File: src/design/a85lw_pkg.sv
package a85lw_pkg;

    // Character codes.
    localparam logic [7:0] CHAR_NL    = 8'd10;
    localparam logic [7:0] CHAR_Z     = 8'd122;
    localparam logic [7:0] CHAR_TILDE = 8'd126;
    localparam logic [7:0] CHAR_GT    = 8'd62;
    localparam logic [7:0] CHAR_BIAS  = 8'd33;

    // Base-85 conversion constants.
    localparam int          NUM_DIGITS  = 5;
    localparam int          NUM_DIV     = 4;
    localparam logic [31:0] RADIX       = 32'd85;
    localparam logic [31:0] RECIP       = 32'd3233857728;  // floor(2^38 / 85)
    localparam int          RECIP_SHIFT = 38;
    localparam int          QEST_W      = 64 - RECIP_SHIFT;

    // Line width handling.
    localparam logic [9:0]  WIDTH_RESET = 10'd75;
    localparam logic [10:0] MAX_WIDTH   = 11'd1020;
    localparam logic [10:0] DIV5_RECIP  = 11'd1639;         // ceil(2^13 / 5)
    localparam int          DIV5_SHIFT  = 13;

    // Depth of the queue between front and back.
    localparam int FIFO_DEPTH = 4;
    localparam int FIFO_AW    = $clog2(FIFO_DEPTH);

    typedef logic [NUM_DIGITS-1:0][6:0] t_digits;

    // One classified group on its way through the digit pipeline.
    typedef struct packed {
        logic [31:0]       val;
        logic [QEST_W-1:0] qest;
        t_digits           dig;
        logic              zero;
        logic [2:0]        cnt;
        logic              eod;
    } t_work;

    // One group as handed from front to back.
    typedef struct packed {
        t_digits    dig;
        logic       zero;
        logic [2:0] cnt;
        logic       eod;
    } t_entry;

    typedef enum logic [2:0] {
        PH_IDLE,
        PH_DATA,
        PH_NL,
        PH_EOD,
        PH_TILDE,
        PH_GT,
        PH_END
    } t_phase;

    // Effective line width: rounded up to a multiple of five, at least five,
    // at most 1020.
    function automatic logic [9:0] eff_width(input logic [9:0] lw);
        logic [10:0] x;
        logic [21:0] prod;
        logic [8:0]  q;
        logic [10:0] w;
        x    = (lw == 10'd0) ? 11'd5 : ({1'b0, lw} + 11'd4);
        prod = 22'(x) * 22'(DIV5_RECIP);
        q    = prod[DIV5_SHIFT +: 9];
        w    = 11'(q) * 11'd5;
        if (w > MAX_WIDTH) begin
            w = MAX_WIDTH;
        end
        return w[9:0];
    endfunction

endpackage

File: src/design/a85lw_front.sv
module a85lw_front (
    input  logic               i_clk,
    input  logic               i_rst_n,
    input  logic               i_push,
    output logic               o_full,
    input  logic [7:0]         i_byte0,
    input  logic [7:0]         i_byte1,
    input  logic [7:0]         i_byte2,
    input  logic [7:0]         i_byte3,
    input  logic [2:0]         i_byte_count,
    input  logic               i_append_eod,
    output logic               o_ent_valid,
    output a85lw_pkg::t_entry  o_ent,
    input  logic               i_ent_ready
);

    localparam int NUM_STG = 2 * a85lw_pkg::NUM_DIV + 1;

    a85lw_pkg::t_work r_stg [NUM_STG];
    logic [NUM_STG-1:0] r_vld;
    logic [NUM_STG-1:0] n_vld;
    logic [NUM_STG-1:0] rdy;
    a85lw_pkg::t_work   in_work;
    logic               keep;
    logic [2:0]         cnt;

    // Stall chain: a stage can load when it is empty or its beat moves on.
    always_comb begin
        rdy[NUM_STG-1] = !r_vld[NUM_STG-1] || i_ent_ready;
        for (int s = NUM_STG - 2; s >= 0; s--) begin
            rdy[s] = !r_vld[s] || rdy[s+1];
        end
    end

    assign o_full = !rdy[0];

    // Classify the incoming group: clamp the count, mask unused bytes.
    always_comb begin
        cnt = (i_byte_count > 3'd4) ? 3'd4 : i_byte_count;
        in_work.val  = {i_byte0,
                        (cnt >= 3'd2) ? i_byte1 : 8'd0,
                        (cnt >= 3'd3) ? i_byte2 : 8'd0,
                        (cnt >= 3'd4) ? i_byte3 : 8'd0};
        if (cnt == 3'd0) begin
            in_work.val[31:24] = 8'd0;
        end
        in_work.qest = '0;
        in_work.dig  = '0;
        in_work.zero = (cnt == 3'd4) && (in_work.val == 32'd0);
        in_work.cnt  = cnt;
        in_work.eod  = i_append_eod;
        // A group with no bytes and no end marker gives no characters.
        keep = i_push && rdy[0] && ((cnt != 3'd0) || i_append_eod);
    end

    // Valid bits of the pipeline.
    always_comb begin
        n_vld[0] = rdy[0] ? keep : r_vld[0];
        for (int s = 1; s < NUM_STG; s++) begin
            n_vld[s] = rdy[s] ? r_vld[s-1] : r_vld[s];
        end
    end

    always_ff @(posedge i_clk) begin
        if (!i_rst_n) begin
            r_vld <= '0;
        end else begin
            r_vld <= n_vld;
        end
    end

    // Input stage.
    always_ff @(posedge i_clk) begin
        if (rdy[0]) begin
            r_stg[0] <= in_work;
        end
    end

    // Each divider peels off the lowest base-85 digit in two stages: a
    // reciprocal multiply, then a remainder with a single correction.
    for (genvar k = 0; k < a85lw_pkg::NUM_DIV; k++) begin : g_div
        a85lw_pkg::t_work n_a;
        a85lw_pkg::t_work n_b;
        logic [63:0]      prod;
        logic [31:0]      rem;
        logic [31:0]      quo;

        always_comb begin
            n_a  = r_stg[2*k];
            prod = 64'(r_stg[2*k].val) * 64'(a85lw_pkg::RECIP);
            n_a.qest = prod[63:a85lw_pkg::RECIP_SHIFT];
        end

        always_comb begin
            n_b = r_stg[2*k+1];
            quo = 32'(r_stg[2*k+1].qest);
            rem = r_stg[2*k+1].val - quo * a85lw_pkg::RADIX;
            if (rem >= a85lw_pkg::RADIX) begin
                rem = rem - a85lw_pkg::RADIX;
                quo = quo + 32'd1;
            end
            n_b.val = quo;
            n_b.dig[a85lw_pkg::NUM_DIGITS-1-k] = rem[6:0];
        end

        always_ff @(posedge i_clk) begin
            if (rdy[2*k+1] && r_vld[2*k]) begin
                r_stg[2*k+1] <= n_a;
            end
            if (rdy[2*k+2] && r_vld[2*k+1]) begin
                r_stg[2*k+2] <= n_b;
            end
        end
    end

    // The last quotient is the leading digit.
    always_comb begin
        o_ent.dig    = r_stg[NUM_STG-1].dig;
        o_ent.dig[0] = r_stg[NUM_STG-1].val[6:0];
        o_ent.zero   = r_stg[NUM_STG-1].zero;
        o_ent.cnt    = r_stg[NUM_STG-1].cnt;
        o_ent.eod    = r_stg[NUM_STG-1].eod;
    end

    assign o_ent_valid = r_vld[NUM_STG-1];

    // A stalled group at the pipeline end keeps its place and contents.
    a_hold: assert property (@(posedge i_clk) disable iff (!i_rst_n)
        r_vld[NUM_STG-1] && !i_ent_ready |=> r_vld[NUM_STG-1] && $stable(r_stg[NUM_STG-1]))
        else $error("front: stalled group changed");

    // Every digit leaving the pipeline is a base-85 digit.
    a_digits: assert property (@(posedge i_clk) disable iff (!i_rst_n)
        r_vld[NUM_STG-1] |-> (r_stg[NUM_STG-1].val < 32'd85) &&
            (o_ent.dig[1] < 7'd85) && (o_ent.dig[2] < 7'd85) &&
            (o_ent.dig[3] < 7'd85) && (o_ent.dig[4] < 7'd85))
        else $error("front: digit out of range");

endmodule

File: src/design/a85lw_fifo.sv
module a85lw_fifo (
    input  logic               i_clk,
    input  logic               i_rst_n,
    input  logic               i_wr_valid,
    input  a85lw_pkg::t_entry  i_wr_data,
    output logic               o_wr_ready,
    output logic               o_rd_valid,
    output a85lw_pkg::t_entry  o_rd_data,
    input  logic               i_rd_pop
);

    localparam int AW = a85lw_pkg::FIFO_AW;

    a85lw_pkg::t_entry r_mem [a85lw_pkg::FIFO_DEPTH];
    logic [AW-1:0] r_wr_ptr;
    logic [AW-1:0] r_rd_ptr;
    logic [AW:0]   r_count;
    logic          wr;
    logic          rd;

    assign o_wr_ready = (r_count != (AW+1)'(a85lw_pkg::FIFO_DEPTH));
    assign o_rd_valid = (r_count != '0);
    assign o_rd_data  = r_mem[r_rd_ptr];
    assign wr = i_wr_valid && o_wr_ready;
    assign rd = i_rd_pop && o_rd_valid;

    // Pointers and fill count.
    always_ff @(posedge i_clk) begin
        if (!i_rst_n) begin
            r_wr_ptr <= '0;
            r_rd_ptr <= '0;
            r_count  <= '0;
        end else begin
            if (wr) begin
                r_wr_ptr <= r_wr_ptr + AW'(1);
            end
            if (rd) begin
                r_rd_ptr <= r_rd_ptr + AW'(1);
            end
            r_count <= r_count + (AW+1)'(wr) - (AW+1)'(rd);
        end
    end

    // Storage.
    always_ff @(posedge i_clk) begin
        if (wr) begin
            r_mem[r_wr_ptr] <= i_wr_data;
        end
    end

    // The fill count agrees with the pointers and never passes the depth.
    a_count: assert property (@(posedge i_clk) disable iff (!i_rst_n)
        (r_count <= (AW+1)'(a85lw_pkg::FIFO_DEPTH)) &&
        (AW'(r_count) == AW'(r_wr_ptr - r_rd_ptr)))
        else $error("fifo: count out of step with pointers");

endmodule

File: src/design/a85lw_back.sv
module a85lw_back (
    input  logic               i_clk,
    input  logic               i_rst_n,
    input  logic [9:0]         i_width,
    input  logic               i_ent_valid,
    input  a85lw_pkg::t_entry  i_ent,
    output logic               o_ent_pop,
    output logic               empty,
    input  logic               pop,
    output logic [7:0]         o_out_char,
    output logic               o_last_char
);

    a85lw_pkg::t_phase r_phase;
    a85lw_pkg::t_phase n_phase;
    a85lw_pkg::t_phase phase;
    logic [2:0]  r_idx;
    logic [2:0]  n_idx;
    logic [9:0]  r_col;
    logic [9:0]  n_col;
    logic        r_out_valid;
    logic [7:0]  r_out_char;
    logic        r_out_last;
    logic        step;
    logic        gen_last;
    logic [7:0]  gen_char;
    logic [9:0]  col_inc;
    logic        wrap;
    logic        more;
    logic [2:0]  last_idx;

    assign step     = i_ent_valid && (!r_out_valid || pop);
    assign col_inc  = r_col + 10'd1;
    assign wrap     = (col_inc >= i_width);
    assign last_idx = i_ent.zero ? 3'd0 : i_ent.cnt;
    assign more     = (r_idx != last_idx);

    // Phase of the character made this cycle; a fresh group starts with its
    // data characters, or with the end marker when it has none.
    always_comb begin
        if (r_phase == a85lw_pkg::PH_IDLE) begin
            phase = (i_ent.cnt != 3'd0) ? a85lw_pkg::PH_DATA : a85lw_pkg::PH_EOD;
        end else begin
            phase = r_phase;
        end
    end

    // Character sequencer.
    always_comb begin
        gen_char = a85lw_pkg::CHAR_NL;
        gen_last = 1'b0;
        n_phase  = r_phase;
        n_idx    = r_idx;
        n_col    = r_col;
        unique case (phase)
            a85lw_pkg::PH_DATA: begin
                gen_char = i_ent.zero ? a85lw_pkg::CHAR_Z
                                      : a85lw_pkg::CHAR_BIAS + {1'b0, i_ent.dig[r_idx]};
                if (wrap) begin
                    n_col   = '0;
                    n_phase = a85lw_pkg::PH_NL;
                end else begin
                    n_col = col_inc;
                    if (more) begin
                        n_idx   = r_idx + 3'd1;
                        n_phase = a85lw_pkg::PH_DATA;
                    end else if (i_ent.eod) begin
                        n_phase = a85lw_pkg::PH_EOD;
                    end else begin
                        gen_last = 1'b1;
                    end
                end
            end
            a85lw_pkg::PH_NL: begin
                gen_char = a85lw_pkg::CHAR_NL;
                if (more) begin
                    n_idx   = r_idx + 3'd1;
                    n_phase = a85lw_pkg::PH_DATA;
                end else if (i_ent.eod) begin
                    n_phase = a85lw_pkg::PH_EOD;
                end else begin
                    gen_last = 1'b1;
                end
            end
            a85lw_pkg::PH_EOD: begin
                // Break the line first if the marker would not fit.
                if (({1'b0, r_col} + 11'd2) > {1'b0, i_width}) begin
                    gen_char = a85lw_pkg::CHAR_NL;
                    n_phase  = a85lw_pkg::PH_TILDE;
                end else begin
                    gen_char = a85lw_pkg::CHAR_TILDE;
                    n_phase  = a85lw_pkg::PH_GT;
                end
            end
            a85lw_pkg::PH_TILDE: begin
                gen_char = a85lw_pkg::CHAR_TILDE;
                n_phase  = a85lw_pkg::PH_GT;
            end
            a85lw_pkg::PH_GT: begin
                gen_char = a85lw_pkg::CHAR_GT;
                n_phase  = a85lw_pkg::PH_END;
            end
            a85lw_pkg::PH_END: begin
                gen_char = a85lw_pkg::CHAR_NL;
                n_col    = '0;
                gen_last = 1'b1;
            end
            default: begin
                gen_char = a85lw_pkg::CHAR_NL;
            end
        endcase
        if (gen_last) begin
            n_phase = a85lw_pkg::PH_IDLE;
            n_idx   = '0;
        end
    end

    assign o_ent_pop = step && gen_last;

    // Sequencer state and line column.
    always_ff @(posedge i_clk) begin
        if (!i_rst_n) begin
            r_phase <= a85lw_pkg::PH_IDLE;
            r_idx   <= '0;
            r_col   <= '0;
        end else if (step) begin
            r_phase <= n_phase;
            r_idx   <= n_idx;
            r_col   <= n_col;
        end
    end

    // Output register: one character beat waits here for the consumer.
    always_ff @(posedge i_clk) begin
        if (!i_rst_n) begin
            r_out_valid <= 1'b0;
        end else if (step) begin
            r_out_valid <= 1'b1;
        end else if (pop) begin
            r_out_valid <= 1'b0;
        end
    end

    always_ff @(posedge i_clk) begin
        if (step) begin
            r_out_char <= gen_char;
            r_out_last <= gen_last;
        end
    end

    assign empty       = !r_out_valid;
    assign o_out_char  = r_out_char;
    assign o_last_char = r_out_last;

    // A data character that fills the line is followed by a newline.
    a_wrap: assert property (@(posedge i_clk) disable iff (!i_rst_n)
        step && (phase == a85lw_pkg::PH_DATA) && wrap |=>
            (r_phase == a85lw_pkg::PH_NL) && (r_col == 10'd0))
        else $error("back: missing line break");

    // A group that ends with the marker leaves the column at zero.
    a_eod_col: assert property (@(posedge i_clk) disable iff (!i_rst_n)
        step && gen_last && i_ent.eod |=> (r_col == 10'd0) &&
            (r_out_char == a85lw_pkg::CHAR_NL))
        else $error("back: end marker left column nonzero");

endmodule

File: src/design/ascii85_encoder_line_wrap_top.sv
// Channel   Direction  Handshake             Payload
// input     in         push / full           i_byte0..i_byte3, i_byte_count, i_append_eod
// result    out        empty / pop           o_out_char, o_last_char
// config    in         i_cfg_we              i_cfg_wdata (line width)
//
// A group taken while full is low passes the front pipeline and the queue to the
// character sequencer; its characters leave through the output register.
// Characters leave one per cycle while pop stays high and groups are waiting, so
// a four-byte group gives five characters (one for an all-zero group) plus any line breaks.
// Synchronous active-low reset empties the pipeline and queue, clears the
// column and sets the width to 75; a result stall fills queue and pipeline first.
module ascii85_encoder_line_wrap_top (
    input  logic       i_clk,
    input  logic       i_rst_n,
    input  logic       push,
    output logic       full,
    input  logic [7:0] i_byte0,
    input  logic [7:0] i_byte1,
    input  logic [7:0] i_byte2,
    input  logic [7:0] i_byte3,
    input  logic [2:0] i_byte_count,
    input  logic       i_append_eod,
    output logic       empty,
    input  logic       pop,
    output logic [7:0] o_out_char,
    output logic       o_last_char,
    input  logic       i_cfg_we,
    input  logic [9:0] i_cfg_wdata
);

    logic [9:0]        r_width;
    logic              front_valid;
    a85lw_pkg::t_entry front_ent;
    logic              fifo_ready;
    logic              q_valid;
    a85lw_pkg::t_entry q_ent;
    logic              q_pop;

    // Effective line width, worked out when the register is written.
    always_ff @(posedge i_clk) begin
        if (!i_rst_n) begin
            r_width <= a85lw_pkg::eff_width(a85lw_pkg::WIDTH_RESET);
        end else if (i_cfg_we) begin
            r_width <= a85lw_pkg::eff_width(i_cfg_wdata);
        end
    end

    a85lw_front u_front (
        .i_clk        (i_clk),
        .i_rst_n      (i_rst_n),
        .i_push       (push),
        .o_full       (full),
        .i_byte0      (i_byte0),
        .i_byte1      (i_byte1),
        .i_byte2      (i_byte2),
        .i_byte3      (i_byte3),
        .i_byte_count (i_byte_count),
        .i_append_eod (i_append_eod),
        .o_ent_valid  (front_valid),
        .o_ent        (front_ent),
        .i_ent_ready  (fifo_ready)
    );

    a85lw_fifo u_fifo (
        .i_clk      (i_clk),
        .i_rst_n    (i_rst_n),
        .i_wr_valid (front_valid),
        .i_wr_data  (front_ent),
        .o_wr_ready (fifo_ready),
        .o_rd_valid (q_valid),
        .o_rd_data  (q_ent),
        .i_rd_pop   (q_pop)
    );

    a85lw_back u_back (
        .i_clk       (i_clk),
        .i_rst_n     (i_rst_n),
        .i_width     (r_width),
        .i_ent_valid (q_valid),
        .i_ent       (q_ent),
        .o_ent_pop   (q_pop),
        .empty       (empty),
        .pop         (pop),
        .o_out_char  (o_out_char),
        .o_last_char (o_last_char)
    );

endmodule

File: config.mk
export PLATFORM = sky130hd
export DESIGN_NAME = ascii85_encoder_line_wrap_top
export DESIGN_NICKNAME = d
export VERILOG_FILES = /design/src/design/a85lw_pkg.sv /design/src/design/a85lw_front.sv /design/src/design/a85lw_fifo.sv /design/src/design/a85lw_back.sv /design/src/design/ascii85_encoder_line_wrap_top.sv
export SDC_FILE = /design/constraint.sdc
export NUM_CORES = 2
export LEC_CHECK = 0
export BUFFER_PORTS_ARGS = -buffer_cell sky130_fd_sc_hd__buf_2
export CAP_MARGIN = 10
export CORE_MARGIN = 2
export CORE_UTILIZATION = 55
export CTS_CLUSTER_SIZE = 16
export DETAILED_ROUTE_END_ITERATION = 8
export PLACE_DENSITY = 0.79
export SLEW_MARGIN = 20
export SYNTH_ARGS = -nofsm -noshare
export SYNTH_HDL_FRONTEND = slang
export SYNTH_SLANG_ARGS = --single-unit
File: constraint.sdc
create_clock -name i_clk -period 6.87 [get_ports i_clk]
set_clock_uncertainty 0.05 [all_clocks]
set_input_delay 0.3435 -clock i_clk [delete_from_list [all_inputs] [get_ports i_clk]]
set_output_delay 0.3435 -clock i_clk [all_outputs]
set_load 0.1 [all_outputs]
**After elaboration in Yosys (flattened, before gate mapping)**

Memory sizes are Yosys's and may differ from the RTL's. A register that Yosys moved wholly into a read port is not among the register bits.
Index checks and enable logic that the tools add are counted.

- Bits in registers: 52
- Memory bits (writable): 1042
- Word-level logic and storage cells: 188
- Memories kept: 2

Memory list:

| name | depth | bits a word | read ports | clocked after Yosys merged registers in | write ports | line | RTL |
|---|---|---|---|---|---|---|---|
| u_front.r_stg | 9 | 98 | 9 | 0 | 9 | a85lw_front.sv:19 | `a85lw_pkg::t_work r_stg [NUM_STG];` |
| u_fifo.r_mem | 4 | 40 | 1 | 1 | 1 | a85lw_fifo.sv:14 | `a85lw_pkg::t_entry r_mem [a85lw_pkg::FIFO_DEPTH];` |

- Add/subtract/negate cells: 21
- Multipliers: 10
- Magnitude comparators: 12
- Eq/ne operators: 10
- Multiplexer cells: 63
- Reduce and logical (&&, ||, !) cells: 51

Operator list:

| cell | count |
|---|---|
| $mul 32x26->58 const B | 4 |
| $ge 32x7->1 const B | 4 |
| $mul 26x7->32 const B | 4 |
| $mux 32 | 4 |
| $sub 32x32->32 | 4 |
| $add 26x1->27 const B | 4 |
| $mux 7 | 6 |
| $mux 8 | 5 |
| $logic_not 32->1 | 1 |
| $pmux 8 s4 | 1 |
| $mux 3 | 10 |
| $sub 7x7->7 const B | 4 |
| $mux 1 | 26 |
| $mul 11x11->22 const B | 1 |
| $bmux 7 s3 | 1 |
| $mux 10 | 2 |
| $pmux 10 s2 | 1 |
| $logic_and 1x1->1 | 15 |
| $pmux 3 s5 | 1 |
| $eq 3x3->1 const B | 4 |
| $reduce_bool 3->1 | 4 |
| $add 10x2->11 const B | 1 |
| $add 10x3->11 const B | 1 |
| $gt 11x10->1 | 1 |
| other kinds (30) | 58 |

**Depth between registers and ports, before layout**

- Word-level depth: 12
- Gate-level depth with buffers: 37
- Depth with buffers taken out: 37

**By module**

Synthesis repeated with hierarchy kept, for this count alone.

- Cell total of the unflattened synthesis: 6811
- Area total of the unflattened synthesis: 73595.6 um^2

Modules (own cells, without submodules):

| module | times used | cells each | area an instance (um^2) |
|---|---|---|---|
| a85lw_front | 1 | 5910 | 61535.3 |
| a85lw_fifo | 1 | 257 | 6297.3 |
| ascii85_encoder_line_wrap_top | 1 | 349 | 3193.1 |
| a85lw_back | 1 | 295 | 2570.0 |

**Worst setup path after synthesis**

OpenSTA, ideal clock, no wires.

- Kind: input to register
- Start point: input port i_cfg_wdata[2]
- End point: register r_width[1]
- Setup time: 0.138 ns
- Arrival: 7.067 ns
- Setup slack: -0.384 ns
- Cell stages on the path: 34
- Buffers on the path: 0
- Path through: ha_1 nand3_1 xnor2_1 ha_1 inv_1 fa_1 inv_1 fa_1 fa_1 inv_1 fa_1 inv_1 ha_1 a2111oi_0 o21ai_0 o211a_1 o21a_1 a21o_1 xor2_1 ha_1 inv_1 fa_1 inv_1 a21oi_1 o21bai_1 a21oi_1 nor2_1 nor2_1 xnor2_1 nand3_1 o31ai_1 nor2_1 nand2_1 o211ai_1

- Word-level cells in the longest chain between the ends: 6
- Elaborated cells between the ends (all ways): 7
- Classes of those cells: add/sub: 1; mul: 2; order compare: 1; mux: 2; reduce/logical: 1

Ends and longest elaborated chain:

| what | line | RTL |
|---|---|---|
| start: declaration | ascii85_encoder_line_wrap_top.sv:28 | `input logic [9:0] i_cfg_wdata` |
| $add 10x3->11 or $logic_not 10->1 (tied branches) | a85lw_pkg.sv:65 | `x = (lw == 10'd0) ? 11'd5 : ({1'b0, lw} + 11'd4);` |
| $mux 11 * | a85lw_pkg.sv:65 |  |
| $mul 11x11->22 * | a85lw_pkg.sv:66 | `prod = 22'(x) * 22'(DIV5_RECIP);` |
| $mul 9x3->11 * | a85lw_pkg.sv:68 | `w = 11'(q) * 11'd5;` |
| $gt 11x10->1 | a85lw_pkg.sv:69 | `if (w > MAX_WIDTH) begin` |
| $mux 10 * | a85lw_pkg.sv:69 |  |
| end signal: assignment | ascii85_encoder_line_wrap_top.sv:42 | `r_width <= a85lw_pkg::eff_width(a85lw_pkg::WIDTH_RESET);` |
| end signal: assignment | ascii85_encoder_line_wrap_top.sv:44 | `r_width <= a85lw_pkg::eff_width(i_cfg_wdata);` |
| end: declaration | ascii85_encoder_line_wrap_top.sv:31 | `logic [9:0] r_width;` |

Mark *: on every way between the ends. The rest lies on a longest branch, timed or not.
A chain may end at the register's enable or synchronous reset.

==> summary.txt <==
Routing
  – # DRC: 0
  – WL/cell: 19.4 um
  – Post-Route WL: 169000 um
  – DRT antenna net count: 0
  – Vias per cell: 5.48
  – Initial DRC Count: 3321
  – Vias: 47900
  – Pre-antenna DRT Iters: 8

Logic synthesis
  – Post-synth top area cell: edfxtp_1
  – Flops & latches, synth: 684
  – Most used DFF post-synth: edfxtp_1
  – Synthesized area: 0.0716 sq mm
  – Synth top area cells: edfxtp_1 (27%), ha_1 (23%), fa_1 (20%)
  – Syn Nets: 8690
  – Post-synth ARST share: 0%
  – Mapped Cells: 6572
  – Syn avg cell area: 10.9 sq um
  – Post-synth top area share: 26.8%
  – Post-synth EDFFs: 639
  – Synth Warn #: 0
  – Distinct cells, synth: 85
  – Post-synthesis sequential area ratio: 28.1%

Clock network
  – Clock tree sinks: 684
  – CTS Root Cell: clkbuf_16
  – Bufs on Longest Clock Path: 3
  – Clock-pin slew on the worst setup and hold paths: 0.06 ns
  – CTS tree: yes
  – Clk Latency, worst-skew pair: 0.69 ns
  – H-tree depth: 3
  – CTS Buf Count: 76

Worst setup path
  – Crit path max fanout: 3
  – CP top delay family: adder cells
  – Critical path buffers and inverters: 2
  – WP data required: 7.23 ns
  – Setup crit end: u_front.r_stg[0][356]
  – Cell chain of the critical path: ha_1, ha_1, inv_1, fa_1, fa_1, fa_1, fa_1, fa_1, inv_1, ha_1, and4_1, nand2_1, nor3b_2, a21boi_0, a211oi_1, o21ai_1, a21o_1, a21oi_4, o31ai_2, a21oi_2, o21ai_1, o21ai_0, nor2b_1
  – Worst setup path class: flip-flop to flip-flop
  – Nature of the critical path startpoint: flip-flop
  – Worst reg2reg path startpoint: u_front.r_stg[0][265]
  – CP endpoint kind: flip-flop
  – CP most frequent cell: fa_1
  – Number of cells on the critical path: 23
  – Critical Path Max Stage Delay: 0.59 ns
  – Worst-case reg-to-reg path depth: 23
  – CP arrival: 7.08 ns
  – R2r setup slk: 0.15 ns
  – Crit path launch: u_front.r_stg[0][265]
  – Reg-to-Reg End: u_front.r_stg[0][356]
  – Slowest CP cell: fa_1

Finish
  – # fillers: 10200
  – Nets: 9045
  – Layout cell share with drive strength beyond 1: 8.31%
  – Area grow syn2layout: 10.6%

Floorplan
  – Core box area: 0.129 sq mm
  – Die W: 365 um
  – Die area: 0.133 sq mm
  – Initial core utilization: 55.4%
  – Die H: 365 um
  – Site row count: 132
  – IO Pins: 62

Global route
  – Largest net degree at the start of global routing: 67
  – Total track usage: 26.0%
  – Initial antenna violation count: 4
  – GR Overflow Total: 0
  – First-pass GRT wire length: 269000 um
  – Vias in the first global route: 50000

STA
  – Unrepaired setup endpoints after global routing: true
  – Final setup fails: 0
  – Fin crit share: 97.9%
  – Sum Neg Setup Slack: 0 ns
  – Hold Vio Cnt, Final: 0
  – Actual slew at the worst max-slew pin: 1.11 ns
  – Fmax: 0.149 GHz
  – Setup ws final: 0.146 ns
  – Slew margin rel.: 26.1%
  – Final Critical Period: 6.72 ns
  – Slew Limit Fails: 0

Run
  – Max Cap Viol: 0

Placement
  – GPL Wtd Cong: 0.979
  – HPWL Detailed: 141000 um
  – Port bufs: 61
  – Pre-CTS WS: -0.661 ns

Worst hold path
  – Hold Path Class: primary input to flip-flop

Outcome
  – Status: completed
-- cell type report --
| class | instances | area [sq um] | area share, % |
|---|---|---|---|
| inverters | 1740 | 6530 | 8.25 |
| well taps | 1742 | 2180 | 2.75 |
| diodes | 1 | 2.50 | 0.00316 |
| flip-flops and latches | 684 | 20100 | 25.4 |
| clock inverters | 54 | 674 | 0.852 |
| multi-input cells | 4098 | 45300 | 57.2 |
| clock buffers | 85 | 1960 | 2.47 |
| repair buffers | 327 | 2430 | 3.08 |
-- worst reg2reg max path, delay by kind of cell, from the launching register on --
family	cells	cell delay, ns
fa+ha+maj	8	3.51
compound gates	9	1.50
simple gates	4	0.75
flops	1	0.47
buf+inv	2	0.13
-- cells by family (layout without fill, tap and decap cells) --
logic type / Yosys count / in the layout / synth area share [%]
adder cells (fa/ha/maj): 2067 / 2067 / 43.8
buffers and inverters: 1790 / 2206 / 9.41
AND/OR/NAND/NOR: 927 / 927 / 6.56
AO/OA/AOI/OAI: 755 / 755 / 6.97
flip-flops: 684 / 684 / 28.1
XOR/XNOR: 278 / 278 / 3.42
multiplexers: 71 / 71 / 1.83
other: 0 / 1 / 0
-- per-stage QoR --
| step | hold WS (ns) | utilization, % | area [sq um] | instances |
|---|---|---|---|---|
| global route | 0.0116 | 61.2 | 79200 | 8730 |
| floorplan | 0.350 | - | 71700 | 6572 |
| detailed placement | 0.355 | 58.4 | 75600 | 8525 |
| CTS | 0.0000623 | 60.8 | 78600 | 8704 |
| global placement | 0.351 | 58.4 | 75600 | 8525 |
| finish | 0.0494 | 61.2 | 79200 | 8731 |
-- registers in the layout (all words and copies together), names as in the netlist, 3 cells and up, named ones only --
signal	count
u_front.r_vld	9
u_back.o_out_char	8
u_fifo.r_count	3
u_fifo.r_mem	160
u_back.r_col	10
r_width	10
u_front.r_stg	470
u_back.r_idx	3
u_back.r_phase	3
-- cell usage in the layout (no fill, tap or decap), drive strengths merged, types with 11 or more instances in the layout --
cell type       n
ha           1339
nand2         172
nor2b          83
a21oi         202
and3           30
mux2i          15
a21boi         22
nor3           89
dfxtp          45
clkbuf         86
nor2          222
mux4           47
o211ai         17
fa            728
nand2b         51
edfxtp        639
xnor2         208
o31ai          15
a22oi          14
clkinv         31
and2           41
nor4           33
a21o           99
dlygate4sd3    38
a2111oi        16
a31oi          17
xor2           69
or3            17
a211oi         31
o21ai         133
o21a           55
nor3b          11
buf           288
or2            17
nand3          80
nand4          53
o21bai         20
inv          1752
-- worst min path at each step --
stage | from | end | slack (ns) | cells after the start
floorplan | u_front.r_stg[0][2] | u_front.r_stg[0][100] | 0.35 | 0
CTS | i_byte2[7] | u_front.r_stg[0][81] | 0.00006 | 2
finish | i_byte2[7] | u_front.r_stg[0][81] | 0.05 | 2
global placement | u_front.r_stg[0][328] | u_front.r_stg[0][426] | 0.35 | 0
detailed placement | u_front.r_stg[0][200] | u_front.r_stg[0][298] | 0.35 | 0
global route | i_byte2[7] | u_front.r_stg[0][81] | 0.01 | 2
-- cell usage after synthesis (7+ instances only) --
library cell,number
nor4_1,31
nand2_1,172
o22ai_1,10
a31oi_1,17
inv_1,1740
a211o_1,8
nand3_1,80
fa_1,728
a21o_1,99
ha_1,1339
nor2_1,222
o21bai_1,20
or2_2,17
a211oi_1,31
mux4_2,47
a21boi_0,20
nand2b_1,51
dfxtp_1,45
o21a_1,55
clkbuf_1,38
nand3b_1,9
a2111oi_0,15
a22oi_1,14
mux2_2,9
a21oi_1,200
xnor2_1,208
and3_1,30
o221ai_1,7
o211ai_1,17
edfxtp_1,639
xor2_1,69
and2_1,40
nor3b_1,11
o41ai_1,9
o31ai_1,15
nor2b_1,83
a221oi_1,10
or3_1,17
o21ai_0,130
nor3_1,88
mux2i_1,15
o2111ai_1,10
nand4_1,53
a31o_2,7
-- metal layers --
| layer | track usage, % | vias up | share of wire, % |
|---|---|---|---|
| met5 | 0 | - | 0.027 |
| met4 | 7.74 | 8 | 3.3 |
| met3 | 4.16 | 328 | 5.8 |
| met2 | 43.9 | 1329 | 48 |
| met1 | 34.4 | 23700 | 42 |
| li1 | - | 22500 | - |
-- repair_timing --
action / in CTS / in global routing
setup endpoints to repair: 6 / 70
endpoints found under the hold margin: 39 / 0
pin swaps: 1 / 54
hold buffers: 38 / 0
setup buffers: 2 / 26
resized for setup: 5 / 78
Power is not shown: default switching activity piles up to over one toggle a cycle in this logic, so the estimate is an artifact.
